<file path="config.mk">
export PLATFORM = sky130hd
export DESIGN_NAME = batch_phase_tracker_with_eta_top
export DESIGN_NICKNAME = d
export VERILOG_FILES = /design/src/design/bpt_pkg.sv /design/src/design/batch_phase_tracker_with_eta_top.sv /design/src/design/bpt_front.sv /design/src/design/bpt_queue.sv /design/src/design/bpt_divider.sv /design/src/design/bpt_back.sv
export SDC_FILE = /design/constraint.sdc
export NUM_CORES = 2
export LEC_CHECK = 0
export BUFFER_PORTS_ARGS = -buffer_cell sky130_fd_sc_hd__buf_2
export CAP_MARGIN = 20
export CORE_UTILIZATION = 25
export CTS_CLUSTER_DIAMETER = 40
export DETAILED_ROUTE_END_ITERATION = 8
export GPL_ROUTABILITY_DRIVEN = 1
export HOLD_SLACK_MARGIN = 0.03
export PLACE_DENSITY = 0.45
export SLEW_MARGIN = 25
export SYNTH_ARGS = -nofsm -noshare
export SYNTH_HDL_FRONTEND = slang
export SYNTH_SLANG_ARGS = --single-unit
export TNS_END_PERCENT = 30
</file>
<file path="constraint.sdc">
create_clock -name clock -period 5.53 [get_ports clock]
set_input_delay 0.553 -clock clock [delete_from_list [all_inputs] [get_ports clock]]
set_output_delay 0.553 -clock clock [all_outputs]
set_load 0.03 [all_outputs]
</file>
<file path="src/design/bpt_pkg.sv">
// Shared types and constants for the batch phase tracker.
`default_nettype none

package bpt_pkg;

   // Screen type codes of interest
   localparam logic [7:0] FT_IDLE       = 8'd1;
   localparam logic [7:0] FT_TRANSITION = 8'd2;
   localparam logic [7:0] FT_FREEZE     = 8'd4;
   localparam logic [7:0] FT_DRY        = 8'd5;
   localparam logic [7:0] FT_FINAL      = 8'd6;
   localparam logic [7:0] FT_DONE       = 8'd7;
   localparam logic [7:0] FT_PURGE      = 8'd8;
   localparam logic [7:0] FT_DEFROST    = 8'd9;
   localparam logic [7:0] FT_DEFROST_DN = 8'd10;
   localparam logic [7:0] FT_DIAG       = 8'd15;
   localparam logic [7:0] FT_PREP       = 8'd17;
   localparam logic [7:0] FT_RECIPE     = 8'd31;
   localparam logic [7:0] FT_FINAL_ALT  = 8'd44;

   // Phase codes
   localparam logic [3:0] PH_UNKNOWN    = 4'd0;
   localparam logic [3:0] PH_IDLE       = 4'd1;
   localparam logic [3:0] PH_PREP       = 4'd2;
   localparam logic [3:0] PH_TRANSITION = 4'd3;
   localparam logic [3:0] PH_RUNNING    = 4'd4;
   localparam logic [3:0] PH_DIAG       = 4'd5;
   localparam logic [3:0] PH_RECIPE     = 4'd6;
   localparam logic [3:0] PH_FREEZE     = 4'd7;
   localparam logic [3:0] PH_DRY        = 4'd8;
   localparam logic [3:0] PH_FINAL      = 4'd9;
   localparam logic [3:0] PH_DONE       = 4'd10;
   localparam logic [3:0] PH_PURGE      = 4'd11;
   localparam logic [3:0] PH_DEFROST    = 4'd12;
   localparam logic [3:0] PH_DEFROST_DN = 4'd13;

   localparam logic [0:0]  CMD_TICK        = 1'b1;
   localparam logic [7:0]  PCT_FULL        = 8'd100;
   localparam logic [31:0] STALE_RESET     = 32'd60000;

   // Front-to-back queue
   localparam int QUEUE_DEPTH = 2;
   localparam int QUEUE_PTR_W = $clog2(QUEUE_DEPTH);
   localparam int QUEUE_CNT_W = $clog2(QUEUE_DEPTH + 1);

   // Serial divider: (dt * remaining) / dpct, 32 x 7 bit product, 8 bit divisor
   localparam int DIV_DIVIDEND_W = 39;
   localparam int DIV_DIVISOR_W  = 8;
   localparam int DIV_CNT_W      = 6;
   localparam logic [DIV_CNT_W-1:0] DIV_STEPS = DIV_CNT_W'(DIV_DIVIDEND_W);

   typedef enum logic [2:0] {
      KIND_TICK,
      KIND_PREP,
      KIND_PURGE,
      KIND_FREEZE,
      KIND_IDLE_SCREEN,
      KIND_OTHER
   } kind_type;

   typedef struct packed {
      kind_type    kind;
      logic [3:0]  phase;
      logic [31:0] elapsed;
      logic [7:0]  pct;
      logic [31:0] now;
   } item_type;

   typedef struct packed {
      logic                      start;
      logic [DIV_DIVIDEND_W-1:0] dividend;
      logic [DIV_DIVISOR_W-1:0]  divisor;
   } div_req_type;

   typedef struct packed {
      logic                      done;
      logic [DIV_DIVIDEND_W-1:0] quotient;
   } div_rsp_type;

   typedef struct packed {
      logic full;
      logic empty;
   } queue_status_type;

   typedef enum logic [2:0] {
      ST_IDLE,
      ST_UPDATE,
      ST_READ,
      ST_DIFF,
      ST_MUL,
      ST_DIV,
      ST_OUT
   } back_state_type;

endpackage

`default_nettype wire

</file>
<file path="src/design/batch_phase_tracker_with_eta_top.sv">
// Top level of the batch phase tracker with freeze ETA.
// Sequence: an item is popped in ST_IDLE, passes ST_UPDATE and ends in ST_OUT for
//   ticks, non-freeze frames and freeze frames at full percent; other freeze frames
//   also pass ST_READ and ST_DIFF, and a freeze estimate ST_MUL and ST_DIV (the
//   39-step serial divider); ST_OUT waits out rsp_stall, then registers rsp_valid.
// The back end works one item at a time; the two-entry queue keeps filling.
// Reset (synchronous, active high) clears run state and queue, sets the stale
//   timeout to 60000 ms; the window memory is not cleared.
`default_nettype none

module batch_phase_tracker_with_eta_top #(
   parameter int RATE_WINDOW = 8   // freeze rate window depth, 2..64
) (
   input  wire         clock,
   input  wire         reset,
   // request items
   input  wire         req_valid,
   output logic        req_stall,
   input  wire  [0:0]  req_command,
   input  wire  [7:0]  req_frame_type,
   input  wire  [31:0] req_batch_elapsed_s,
   input  wire  [7:0]  req_progress_pct,
   input  wire  [31:0] req_now_ms,
   // result items
   output logic        rsp_valid,
   input  wire         rsp_stall,
   output logic [3:0]  rsp_phase_code,
   output logic [0:0]  rsp_run_active,
   output logic [0:0]  rsp_eta_valid,
   output logic [31:0] rsp_eta_s,
   // stale timeout register
   input  wire         csr_wr_en,
   input  wire  [31:0] csr_wr_data
);
   import bpt_pkg::*;

   queue_status_type q_status;
   item_type         push_item;
   item_type         pop_item;
   logic             push;
   logic             pop;
   div_req_type      div_req;
   div_rsp_type      div_rsp;

   // Front end: classify the screen type, push into the queue
   bpt_front u_front (
      .req_valid           (req_valid),
      .req_stall           (req_stall),
      .req_command         (req_command),
      .req_frame_type      (req_frame_type),
      .req_batch_elapsed_s (req_batch_elapsed_s),
      .req_progress_pct    (req_progress_pct),
      .req_now_ms          (req_now_ms),
      .q_status            (q_status),
      .push                (push),
      .push_item           (push_item)
   );

   // Decouples the front end from the slow estimate path
   bpt_queue u_queue (
      .clock     (clock),
      .reset     (reset),
      .push      (push),
      .push_item (push_item),
      .pop       (pop),
      .pop_item  (pop_item),
      .q_status  (q_status)
   );

   // ETA = dt * remaining / dpct, one quotient bit per cycle
   bpt_divider u_divider (
      .clock   (clock),
      .reset   (reset),
      .div_req (div_req),
      .div_rsp (div_rsp)
   );

   // Back end: run logic, percent window, estimate, result register
   bpt_back #(
      .RATE_WINDOW (RATE_WINDOW)
   ) u_back (
      .clock          (clock),
      .reset          (reset),
      .csr_wr_en      (csr_wr_en),
      .csr_wr_data    (csr_wr_data),
      .q_status       (q_status),
      .pop_item       (pop_item),
      .pop            (pop),
      .div_req        (div_req),
      .div_rsp        (div_rsp),
      .rsp_valid      (rsp_valid),
      .rsp_stall      (rsp_stall),
      .rsp_phase_code (rsp_phase_code),
      .rsp_run_active (rsp_run_active),
      .rsp_eta_valid  (rsp_eta_valid),
      .rsp_eta_s      (rsp_eta_s)
   );

endmodule

`default_nettype wire

</file>
<file path="src/design/bpt_front.sv">
// Front end: takes request items and classifies the screen type.
`default_nettype none

module bpt_front (
   input  wire                       req_valid,
   output logic                      req_stall,
   input  wire  [0:0]                req_command,
   input  wire  [7:0]                req_frame_type,
   input  wire  [31:0]               req_batch_elapsed_s,
   input  wire  [7:0]                req_progress_pct,
   input  wire  [31:0]               req_now_ms,
   input  bpt_pkg::queue_status_type q_status,
   output logic                      push,
   output bpt_pkg::item_type         push_item
);
   import bpt_pkg::*;

   kind_type   kind;
   logic [3:0] phase;

   always_comb begin
      kind  = KIND_OTHER;
      phase = PH_UNKNOWN;
      if (req_command == CMD_TICK) begin
         kind = KIND_TICK;
      end else begin
         case (req_frame_type)
            FT_PREP:       begin kind = KIND_PREP;        phase = PH_PREP;       end
            FT_FREEZE:     begin kind = KIND_FREEZE;      phase = PH_FREEZE;     end
            FT_DRY:        phase = PH_DRY;
            FT_FINAL:      phase = PH_FINAL;
            FT_FINAL_ALT:  phase = PH_FINAL;
            FT_DONE:       phase = PH_DONE;
            FT_PURGE:      begin kind = KIND_PURGE;       phase = PH_PURGE;      end
            FT_DEFROST:    phase = PH_DEFROST;
            FT_DEFROST_DN: phase = PH_DEFROST_DN;
            FT_TRANSITION: phase = PH_TRANSITION;
            FT_DIAG:       phase = PH_DIAG;
            FT_RECIPE:     phase = PH_RECIPE;
            FT_IDLE:       begin kind = KIND_IDLE_SCREEN; phase = PH_IDLE;       end
            default:       phase = PH_UNKNOWN;
         endcase
      end
   end

   assign req_stall         = q_status.full;
   assign push              = req_valid && !q_status.full;
   assign push_item.kind    = kind;
   assign push_item.phase   = phase;
   assign push_item.elapsed = req_batch_elapsed_s;
   assign push_item.pct     = req_progress_pct;
   assign push_item.now     = req_now_ms;

endmodule

`default_nettype wire

</file>
<file path="src/design/bpt_queue.sv">
// Short item queue between front end and back end.
`default_nettype none

module bpt_queue (
   input  wire                        clock,
   input  wire                        reset,
   input  wire                        push,
   input  bpt_pkg::item_type          push_item,
   input  wire                        pop,
   output bpt_pkg::item_type          pop_item,
   output bpt_pkg::queue_status_type  q_status
);
   import bpt_pkg::*;

   item_type                 slot_ff [QUEUE_DEPTH];
   logic [QUEUE_PTR_W-1:0]   wr_ptr_ff, wr_ptr_in;
   logic [QUEUE_PTR_W-1:0]   rd_ptr_ff, rd_ptr_in;
   logic [QUEUE_CNT_W-1:0]   count_ff, count_in;
   logic                     do_push, do_pop;

   localparam logic [QUEUE_CNT_W-1:0] CNT_FULL = QUEUE_CNT_W'(QUEUE_DEPTH);
   localparam logic [QUEUE_PTR_W-1:0] PTR_LAST = QUEUE_PTR_W'(QUEUE_DEPTH - 1);

   assign q_status.full  = (count_ff == CNT_FULL);
   assign q_status.empty = (count_ff == '0);
   assign do_push = push && !q_status.full;
   assign do_pop  = pop && !q_status.empty;
   assign pop_item = slot_ff[rd_ptr_ff];

   always_comb begin
      wr_ptr_in = wr_ptr_ff;
      rd_ptr_in = rd_ptr_ff;
      count_in  = count_ff;
      if (do_push) begin
         wr_ptr_in = (wr_ptr_ff == PTR_LAST) ? '0 : wr_ptr_ff + 1'b1;
      end
      if (do_pop) begin
         rd_ptr_in = (rd_ptr_ff == PTR_LAST) ? '0 : rd_ptr_ff + 1'b1;
      end
      if (do_push && !do_pop) begin
         count_in = count_ff + 1'b1;
      end else if (do_pop && !do_push) begin
         count_in = count_ff - 1'b1;
      end
   end

   always_ff @(posedge clock) begin
      if (reset) begin
         wr_ptr_ff <= '0;
         rd_ptr_ff <= '0;
         count_ff  <= '0;
      end else begin
         wr_ptr_ff <= wr_ptr_in;
         rd_ptr_ff <= rd_ptr_in;
         count_ff  <= count_in;
      end
   end

   always_ff @(posedge clock) begin
      if (do_push) begin
         slot_ff[wr_ptr_ff] <= push_item;
      end
   end

endmodule

`default_nettype wire

</file>
<file path="src/design/bpt_divider.sv">
// Restoring serial divider, one quotient bit per cycle.
`default_nettype none

module bpt_divider (
   input  wire                  clock,
   input  wire                  reset,
   input  bpt_pkg::div_req_type div_req,
   output bpt_pkg::div_rsp_type div_rsp
);
   import bpt_pkg::*;

   logic                      busy_ff;
   logic                      done_ff;
   logic [DIV_CNT_W-1:0]      cnt_ff;
   logic [DIV_DIVISOR_W-1:0]  rem_ff;
   logic [DIV_DIVISOR_W-1:0]  divisor_ff;
   logic [DIV_DIVIDEND_W-1:0] quo_ff;
   logic [DIV_DIVISOR_W:0]    trial;
   logic                      fits;
   logic [DIV_DIVISOR_W:0]    trial_sub;

   // rem < divisor, so the shifted trial stays under twice the divisor
   assign trial     = {rem_ff, quo_ff[DIV_DIVIDEND_W-1]};
   assign fits      = (trial >= {1'b0, divisor_ff});
   assign trial_sub = trial - {1'b0, divisor_ff};

   always_ff @(posedge clock) begin
      if (reset) begin
         busy_ff <= 1'b0;
         done_ff <= 1'b0;
         cnt_ff  <= '0;
      end else begin
         done_ff <= 1'b0;
         if (div_req.start) begin
            busy_ff <= 1'b1;
            cnt_ff  <= DIV_STEPS;
         end else if (busy_ff) begin
            cnt_ff <= cnt_ff - 1'b1;
            if (cnt_ff == DIV_CNT_W'(1)) begin
               busy_ff <= 1'b0;
               done_ff <= 1'b1;
            end
         end
      end
   end

   always_ff @(posedge clock) begin
      if (div_req.start) begin
         quo_ff     <= div_req.dividend;
         rem_ff     <= '0;
         divisor_ff <= div_req.divisor;
      end else if (busy_ff) begin
         rem_ff <= fits ? trial_sub[DIV_DIVISOR_W-1:0] : trial[DIV_DIVISOR_W-1:0];
         quo_ff <= {quo_ff[DIV_DIVIDEND_W-2:0], fits};
      end
   end

   assign div_rsp.done     = done_ff;
   assign div_rsp.quotient = quo_ff;

endmodule

`default_nettype wire

</file>
<file path="src/design/bpt_back.sv">
// Back end: run tracking, freeze window, estimate sequencer and result register.
`default_nettype none

module bpt_back #(
   parameter int RATE_WINDOW = 8
) (
   input  wire                        clock,
   input  wire                        reset,
   input  wire                        csr_wr_en,
   input  wire  [31:0]                csr_wr_data,
   input  bpt_pkg::queue_status_type  q_status,
   input  bpt_pkg::item_type          pop_item,
   output logic                       pop,
   output bpt_pkg::div_req_type       div_req,
   input  bpt_pkg::div_rsp_type       div_rsp,
   output logic                       rsp_valid,
   input  wire                        rsp_stall,
   output logic [3:0]                 rsp_phase_code,
   output logic [0:0]                 rsp_run_active,
   output logic [0:0]                 rsp_eta_valid,
   output logic [31:0]                rsp_eta_s
);
   import bpt_pkg::*;

   localparam int HEAD_W = (RATE_WINDOW > 1) ? $clog2(RATE_WINDOW) : 1;
   localparam int FILL_W = $clog2(RATE_WINDOW + 1);
   localparam logic [HEAD_W-1:0] HEAD_LAST = HEAD_W'(RATE_WINDOW - 1);
   localparam logic [FILL_W-1:0] FILL_MAX  = FILL_W'(RATE_WINDOW);
   localparam logic [FILL_W:0]   WIN_EXT   = (FILL_W + 1)'(RATE_WINDOW);
   localparam logic [FILL_W-1:0] FILL_TWO  = FILL_W'(2);

   back_state_type state_ff, state_in;

   logic [31:0]       timeout_ff;
   item_type          item_ff;
   logic              seen_ff, seen_in;
   logic              run_ff, run_in;
   logic [31:0]       base_ff, base_in;
   logic [31:0]       last_ff, last_in;
   logic signed [8:0] first_pct_ff, first_pct_in;
   logic [31:0]       first_el_ff, first_el_in;
   logic signed [8:0] latest_pct_ff, latest_pct_in;
   logic [31:0]       latest_el_ff, latest_el_in;
   logic [HEAD_W-1:0] head_ff, head_in;
   logic [FILL_W-1:0] fill_ff, fill_in;
   logic              win_write;
   logic [3:0]        phase_ff, phase_in;

   logic [7:0]        win_pct_mem [RATE_WINDOW];
   logic [31:0]       win_el_mem  [RATE_WINDOW];
   logic [7:0]        rd_new_pct_ff, rd_old_pct_ff;
   logic [31:0]       rd_new_el_ff, rd_old_el_ff;
   logic [HEAD_W-1:0] newest_idx, oldest_idx;
   logic [FILL_W:0]   oldest_sum;

   logic              eta_ok_ff;
   logic [31:0]       eta_ff;
   logic [31:0]       dt_ff;
   logic [6:0]        rem_ff;
   logic [7:0]        dpct_ff;

   logic              rsp_valid_ff;
   logic [3:0]        rsp_phase_ff;
   logic              rsp_run_ff;
   logic              rsp_eta_valid_ff;
   logic [31:0]       rsp_eta_ff;

   logic signed [8:0]  pct9;
   logic               pct_restart, pct_advance;
   logic               stale;
   logic signed [9:0]  dpct_w;
   logic signed [33:0] dt_w;
   logic signed [9:0]  rem_w;
   logic               diff_bad, rem_none;
   logic               load_out;

   // ---------------- state update for one item ----------------
   assign pct9  = $signed({1'b0, item_ff.pct});
   assign stale = ((item_ff.now - last_ff) > timeout_ff);

   always_comb begin
      seen_in       = seen_ff;
      run_in        = run_ff;
      base_in       = base_ff;
      last_in       = last_ff;
      first_pct_in  = first_pct_ff;
      first_el_in   = first_el_ff;
      latest_pct_in = latest_pct_ff;
      latest_el_in  = latest_el_ff;
      head_in       = head_ff;
      fill_in       = fill_ff;
      win_write     = 1'b0;
      phase_in      = item_ff.phase;
      pct_restart   = first_pct_ff[8] || (pct9 < latest_pct_ff);
      pct_advance   = !pct_restart && (pct9 > latest_pct_ff);

      if (item_ff.kind == KIND_FREEZE) begin
         if (pct_restart) begin
            first_pct_in  = pct9;
            first_el_in   = item_ff.elapsed;
            latest_pct_in = pct9;
            latest_el_in  = item_ff.elapsed;
         end else if (pct_advance) begin
            latest_pct_in = pct9;
            latest_el_in  = item_ff.elapsed;
            win_write     = 1'b1;
            head_in       = (head_ff == HEAD_LAST) ? '0 : head_ff + 1'b1;
            if (fill_ff < FILL_MAX) begin
               fill_in = fill_ff + 1'b1;
            end
         end
      end

      if (item_ff.kind == KIND_TICK) begin
         if (seen_ff && run_ff && stale) begin
            run_in = 1'b0;
         end
      end else if (item_ff.kind == KIND_PREP) begin
         seen_in = 1'b1;
      end else if (item_ff.kind == KIND_PURGE || !seen_ff) begin
         seen_in = 1'b1;
         base_in = item_ff.elapsed;
         last_in = item_ff.now;
         run_in  = 1'b0;
      end else if (item_ff.elapsed > base_ff) begin
         base_in = item_ff.elapsed;
         last_in = item_ff.now;
         run_in  = 1'b1;
      end else if (item_ff.elapsed < base_ff) begin
         // fresh baseline: time since change is zero, never stale
         base_in = item_ff.elapsed;
         last_in = item_ff.now;
      end else if (stale) begin
         run_in = 1'b0;
      end

      if (item_ff.kind == KIND_IDLE_SCREEN) begin
         phase_in = run_in ? PH_RUNNING : PH_IDLE;
      end
   end

   // ---------------- window addressing ----------------
   assign newest_idx = (head_ff == '0) ? HEAD_LAST : head_ff - 1'b1;
   always_comb begin
      oldest_sum = (FILL_W + 1)'(head_ff) + WIN_EXT - {1'b0, fill_ff};
      if (oldest_sum >= WIN_EXT) begin
         oldest_sum = oldest_sum - WIN_EXT;
      end
   end
   assign oldest_idx = oldest_sum[HEAD_W-1:0];

   // ---------------- rate differences ----------------
   always_comb begin
      if (fill_ff >= FILL_TWO) begin
         dpct_w = $signed({2'b00, rd_new_pct_ff}) - $signed({2'b00, rd_old_pct_ff});
         dt_w   = $signed({2'b00, rd_new_el_ff}) - $signed({2'b00, rd_old_el_ff});
      end else begin
         dpct_w = {latest_pct_ff[8], latest_pct_ff} - {first_pct_ff[8], first_pct_ff};
         dt_w   = $signed({2'b00, latest_el_ff}) - $signed({2'b00, first_el_ff});
      end
      rem_w    = 10'sd100 - {latest_pct_ff[8], latest_pct_ff};
      diff_bad = (latest_pct_ff <= first_pct_ff) || (dpct_w <= 10'sd0) || (dt_w <= 34'sd0);
      rem_none = (rem_w <= 10'sd0);
   end

   // ---------------- sequencer ----------------
   always_ff @(posedge clock) begin
      if (reset) begin
         state_ff <= ST_IDLE;
      end else begin
         state_ff <= state_in;
      end
   end

   always_comb begin
      state_in         = state_ff;
      pop              = 1'b0;
      load_out         = 1'b0;
      div_req.start    = 1'b0;
      div_req.dividend = DIV_DIVIDEND_W'(dt_ff) * DIV_DIVIDEND_W'(rem_ff);
      div_req.divisor  = dpct_ff;
      case (state_ff)
         ST_IDLE: begin
            if (!q_status.empty) begin
               pop      = 1'b1;
               state_in = ST_UPDATE;
            end
         end
         ST_UPDATE: begin
            if (item_ff.kind == KIND_FREEZE && item_ff.pct < PCT_FULL) begin
               state_in = ST_READ;
            end else begin
               state_in = ST_OUT;
            end
         end
         ST_READ: state_in = ST_DIFF;
         ST_DIFF: begin
            state_in = (diff_bad || rem_none) ? ST_OUT : ST_MUL;
         end
         ST_MUL: begin
            div_req.start = 1'b1;
            state_in      = ST_DIV;
         end
         ST_DIV: begin
            if (div_rsp.done) begin
               state_in = ST_OUT;
            end
         end
         ST_OUT: begin
            if (!rsp_valid_ff || !rsp_stall) begin
               load_out = 1'b1;
               state_in = ST_IDLE;
            end
         end
         default: state_in = ST_IDLE;
      endcase
   end

   // ---------------- control state ----------------
   always_ff @(posedge clock) begin
      if (reset) begin
         timeout_ff    <= STALE_RESET;
         seen_ff       <= 1'b0;
         run_ff        <= 1'b0;
         base_ff       <= '0;
         last_ff       <= '0;
         first_pct_ff  <= -9'sd1;
         first_el_ff   <= '0;
         latest_pct_ff <= -9'sd1;
         latest_el_ff  <= '0;
         head_ff       <= '0;
         fill_ff       <= '0;
         rsp_valid_ff  <= 1'b0;
      end else begin
         if (csr_wr_en) begin
            timeout_ff <= csr_wr_data;
         end
         if (state_ff == ST_UPDATE) begin
            seen_ff       <= seen_in;
            run_ff        <= run_in;
            base_ff       <= base_in;
            last_ff       <= last_in;
            first_pct_ff  <= first_pct_in;
            first_el_ff   <= first_el_in;
            latest_pct_ff <= latest_pct_in;
            latest_el_ff  <= latest_el_in;
            head_ff       <= head_in;
            fill_ff       <= fill_in;
         end
         if (load_out) begin
            rsp_valid_ff <= 1'b1;
         end else if (!rsp_stall) begin
            rsp_valid_ff <= 1'b0;
         end
      end
   end

   // ---------------- window memory ----------------
   always_ff @(posedge clock) begin
      if (state_ff == ST_UPDATE && win_write) begin
         win_pct_mem[head_ff] <= item_ff.pct;
         win_el_mem[head_ff]  <= item_ff.elapsed;
      end
   end

   always_ff @(posedge clock) begin
      if (state_ff == ST_READ) begin
         rd_new_pct_ff <= win_pct_mem[newest_idx];
         rd_old_pct_ff <= win_pct_mem[oldest_idx];
         rd_new_el_ff  <= win_el_mem[newest_idx];
         rd_old_el_ff  <= win_el_mem[oldest_idx];
      end
   end

   // ---------------- payload ----------------
   always_ff @(posedge clock) begin
      if (pop) begin
         item_ff <= pop_item;
      end
      case (state_ff)
         ST_UPDATE: begin
            phase_ff  <= phase_in;
            eta_ok_ff <= (item_ff.kind == KIND_FREEZE) && (item_ff.pct >= PCT_FULL);
            eta_ff    <= '0;
         end
         ST_DIFF: begin
            eta_ok_ff <= !diff_bad;
            dt_ff     <= dt_w[31:0];
            rem_ff    <= rem_w[6:0];
            dpct_ff   <= dpct_w[7:0];
         end
         ST_DIV: begin
            if (div_rsp.done) begin
               eta_ff <= (div_rsp.quotient[DIV_DIVIDEND_W-1:32] != '0) ? '1
                                                                      : div_rsp.quotient[31:0];
            end
         end
         default: begin
         end
      endcase
      if (load_out) begin
         rsp_phase_ff     <= phase_ff;
         rsp_run_ff       <= run_ff;
         rsp_eta_valid_ff <= eta_ok_ff;
         rsp_eta_ff       <= eta_ok_ff ? eta_ff : '0;
      end
   end

   assign rsp_valid      = rsp_valid_ff;
   assign rsp_phase_code = rsp_phase_ff;
   assign rsp_run_active = rsp_run_ff;
   assign rsp_eta_valid  = rsp_eta_valid_ff;
   assign rsp_eta_s      = rsp_eta_ff;

endmodule

`default_nettype wire

</file>
==> results.txt <==
WL per Instance - 18.0 µm
Synthesized area per cell - 12.2 µm²
CP peak stage delay - 550 ps
Largest family of logic cells by synthesized area - multiplexers
Status - complete, but fails checks
Layout net count - 5,479
Worst Path Arrival - 6000 ps
First-pass GRT wire length - 222 mm
Simple-gate share of the synthesized area - 0.0978
Initial drt markers - 2,176
Final setup margin - -7.69 ps
Post-synthesis cell count - 4,504
Count leader, synth - edfxtp_1
Final max-slew violation count - 0
Crit path buf inv count - 5
Num CTS Buffers - 165
P&R area growth vs syn - 23.8%
Min Tclk post-route - 5540 ps
Slew margin rel. - 0.335
Via density - 4.50
ANT nets after route - 0
Final instance area - 68,100 µm²
Fmax - 181 MHz
First-pass DRT Iterations - 5
CTS tree - yes
Placed standard-cell area - 60,400 µm²
Initial Utilization - 0.253
Drt drc - 0
CP Class - reg -> reg
Distinct cells, synth - 85
Overall global routing resource usage - 0.129
Crit. End Element - flip-flop
Rows - 171
Synth Area in Adders - 0.116
Worst path required time - 6000 ps
Top FF cell, synth - edfxtp_1
Port bufs - 157
Yosys top cell by area - edfxtp_1
Clk sinks - 1,017
Mapped Nets - 5,038
Share of layout cells above drive strength 1 - 0.213
Slew at the pin closest to its max-slew limit - 990 ps
Synth cell count leaders - edfxtp_1, nand2_1, inv_1, nor2_1, ha_1
Vias in the first global route - 37,200
Initial antenna violation count - 19
Synth async-reset ratio - 0
Top cells by area, synth - edfxtp_1, dfxtp_1, mux4_2, ha_1, fa_1
Synth Area in Compound Gates - 0.0829
Io pins - 158
Pin count of the biggest net entering global routing - 103
Detailed Place HPWL - 99.0 mm
Max VDD drop - 0.357 mV
Gpl congestion - 0.853
Cell Area, Synth - 55,000 µm²
Final setup fails - 1
Crit Path Max Fanout - 5
Worst setup SP type - flip-flop
Seq/Total Area, Yosys - 0.517
Core footprint - 218,000 µm²
Post-synthesis mux area share - 0.125
Detailed Route WL - 143 mm
Crit share post-route - 1.00
H-tree depth reported by CTS - 4
Hold Vio Cnt, Final - 0
MaxCap Viol Count - 0
Synth Area in XOR/XNOR - 0.0194
Failing checks - setup timing
YS warnings - 0
Pwr dens - 570 nW/µm²
Pre-CTS WS - -376 ps
DR vias - 35,800
Die Wd - 471 µm
Gr ovfl total - 0
Max Buffers Root-to-Sink - 3
Clk_lat worst skew - 810 ps
Setup TNS - -7.69 ps
HP Class - in -> reg
Crit path max-delay cell type - fa_1
FF+latch count, synth - 1,017
Clock Root Buffer - clkbuf_16
LEAKAGE - 26.0 nW
Unrepaired setup endpoints after global routing - yes
CP dominant cell by count - fa_1
CTS clk-pin slew, worst paths - 60 ps
Synth top area share - 0.440
Total die area - 222,000 µm²
Number of flops mapped to enable cells by yosys - 806
CP cell instances - and2_4, fa_1, inv_1, fa_1, inv_2, fa_1, inv_1, fa_1, inv_2, ha_4, a21o_1, a221o_1, and3_4, o41ai_4, buf_4, a21boi_4, o21ai_2, o21ai_2, a21o_1, a21oi_2, xor2_1, o21ai_1
Max Clock Skew - 65.5 ps
Final core occ - 0.313
CP delay by family, top - adder cells
Vert. Die Dim - 471 µm
[flip-flops by register name, summed over array words and instances, names as in the netlist, 7 cells and up]
signal	cells
u_back.base_ff	32
u_back.dpct_ff	8
u_back.dt_ff	32
u_back.eta_ff	32
u_back.first_el_ff	32
u_back.first_pct_ff	9
u_back.item_ff	79
u_back.last_ff	32
u_back.latest_el_ff	32
u_back.latest_pct_ff	9
u_back.rd_new_el_ff	32
u_back.rd_new_pct_ff	8
u_back.rd_old_el_ff	32
u_back.rd_old_pct_ff	8
u_back.rem_ff	7
u_back.rsp_eta_s	32
u_back.timeout_ff	32
u_back.win_el_mem	256
u_back.win_pct_mem	64
u_divider.divisor_ff	8
u_divider.quo_ff	39
u_divider.rem_ff	8
u_queue.slot_ff	158
[worst paths after layout]
check	startpoint	to	slack, ps	cells after the start
min	req_command	u_queue.slot_ff[0][75]$_DFFE_PP_	170	2
min reg2reg	u_back.dpct_ff[1]$_DFFE_PP_	u_divider.divisor_ff[1]$_DFFE_PP_	410	0
max	u_back.rem_ff[6]$_DFFE_PP_	u_divider.quo_ff[33]$_DFFE_PP_	-8	22
max reg2reg	u_back.rem_ff[6]$_DFFE_PP_	u_divider.quo_ff[33]$_DFFE_PP_	-8	22
[timing repair]
item / in CTS / in global routing
pin swaps: 30 / 61
gates resized for setup: 44 / 73
hold buffers: 104 / 0
setup endpoints to repair: 18 / 21
endpoints found under the hold margin: 176 / 0
buffers inserted: 8 / 7
[layout make-up]
cell class	instances	area [µm²]
Sequential cell	1017	28400
Multi-Input combinational cell	2872	24900
Clock inverter	111	1500
Tap cell	2854	3570
Fill cell	22000	150000
Timing Repair Buffer	456	3620
Inverter	433	1630
Clock buffer	199	4420
Antenna cell	7	17.5
[report_power, final]
part,switching (mW),internal (mW),leakage [nW],total (mW)
clock,4.00,6.77,2.84,10.8
sequential,1.11,10.2,9.10,11.3
combinational,9.31,7.41,14.1,16.7
[per-stage QoR]
stage | cells | power [mW] | hold slack (ps)
6_report | 7949 | 38.8 | 170
5_1_grt | 7945 | 41.6 | 115
4_1_cts | 7932 | 38.8 | 89.7
3_5_place_dp | 7510 | 27.3 | 406
3_3_place_gp | 7508 | 27.2 | 405
2_1_floorplan | 4504 | 21.8 | 400
[placed cells by master (no fill, tap or decap), drive strengths merged, types with 9 or more instances in the layout]
master | synthesis | final
a211oi | 30 | 30
a21boi | 9 | 9
a21o | 64 | 64
a21oi | 214 | 214
a31oi | 21 | 21
and2 | 113 | 113
and3 | 25 | 25
buf | 27 | 352
bufinv | 0 | 20
clkbuf | 155 | 199
clkinv | 0 | 53
clkinvlp | 0 | 17
dfxtp | 211 | 211
dlygate4sd3 | 0 | 104
edfxtp | 806 | 806
fa | 156 | 156
ha | 260 | 260
inv | 433 | 454
mux2 | 162 | 162
mux2i | 144 | 144
mux4 | 160 | 160
nand2 | 451 | 451
nand2b | 39 | 39
nand3 | 43 | 43
nand4 | 34 | 34
nor2 | 270 | 270
nor2b | 38 | 38
nor3 | 62 | 62
nor4 | 15 | 15
o211ai | 33 | 33
o21a | 69 | 69
o21ai | 155 | 155
o21bai | 17 | 17
o31ai | 12 | 12
or3 | 19 | 19
or4 | 11 | 11
xnor2 | 73 | 73
xor2 | 49 | 49
[logic make-up after synthesis]
logic type	after synthesis
fa+ha+maj	416
flops	1017
xor+xnor	122
simple gates	1153
compound gates	715
buf+inv	615
mux	466
[per-layer routing]
layer / GRT usage / wire, µm / up-vias
met3: 0.0276 / 6720 / 208
met4: 0.0329 / 2780 / 18
met2: 0.205 / 64400 / 697
met1: 0.176 / 68800 / 17700
met5: 0 / 112 / -
li1: - / - / 17200
(Power assumes the default switching activity.)
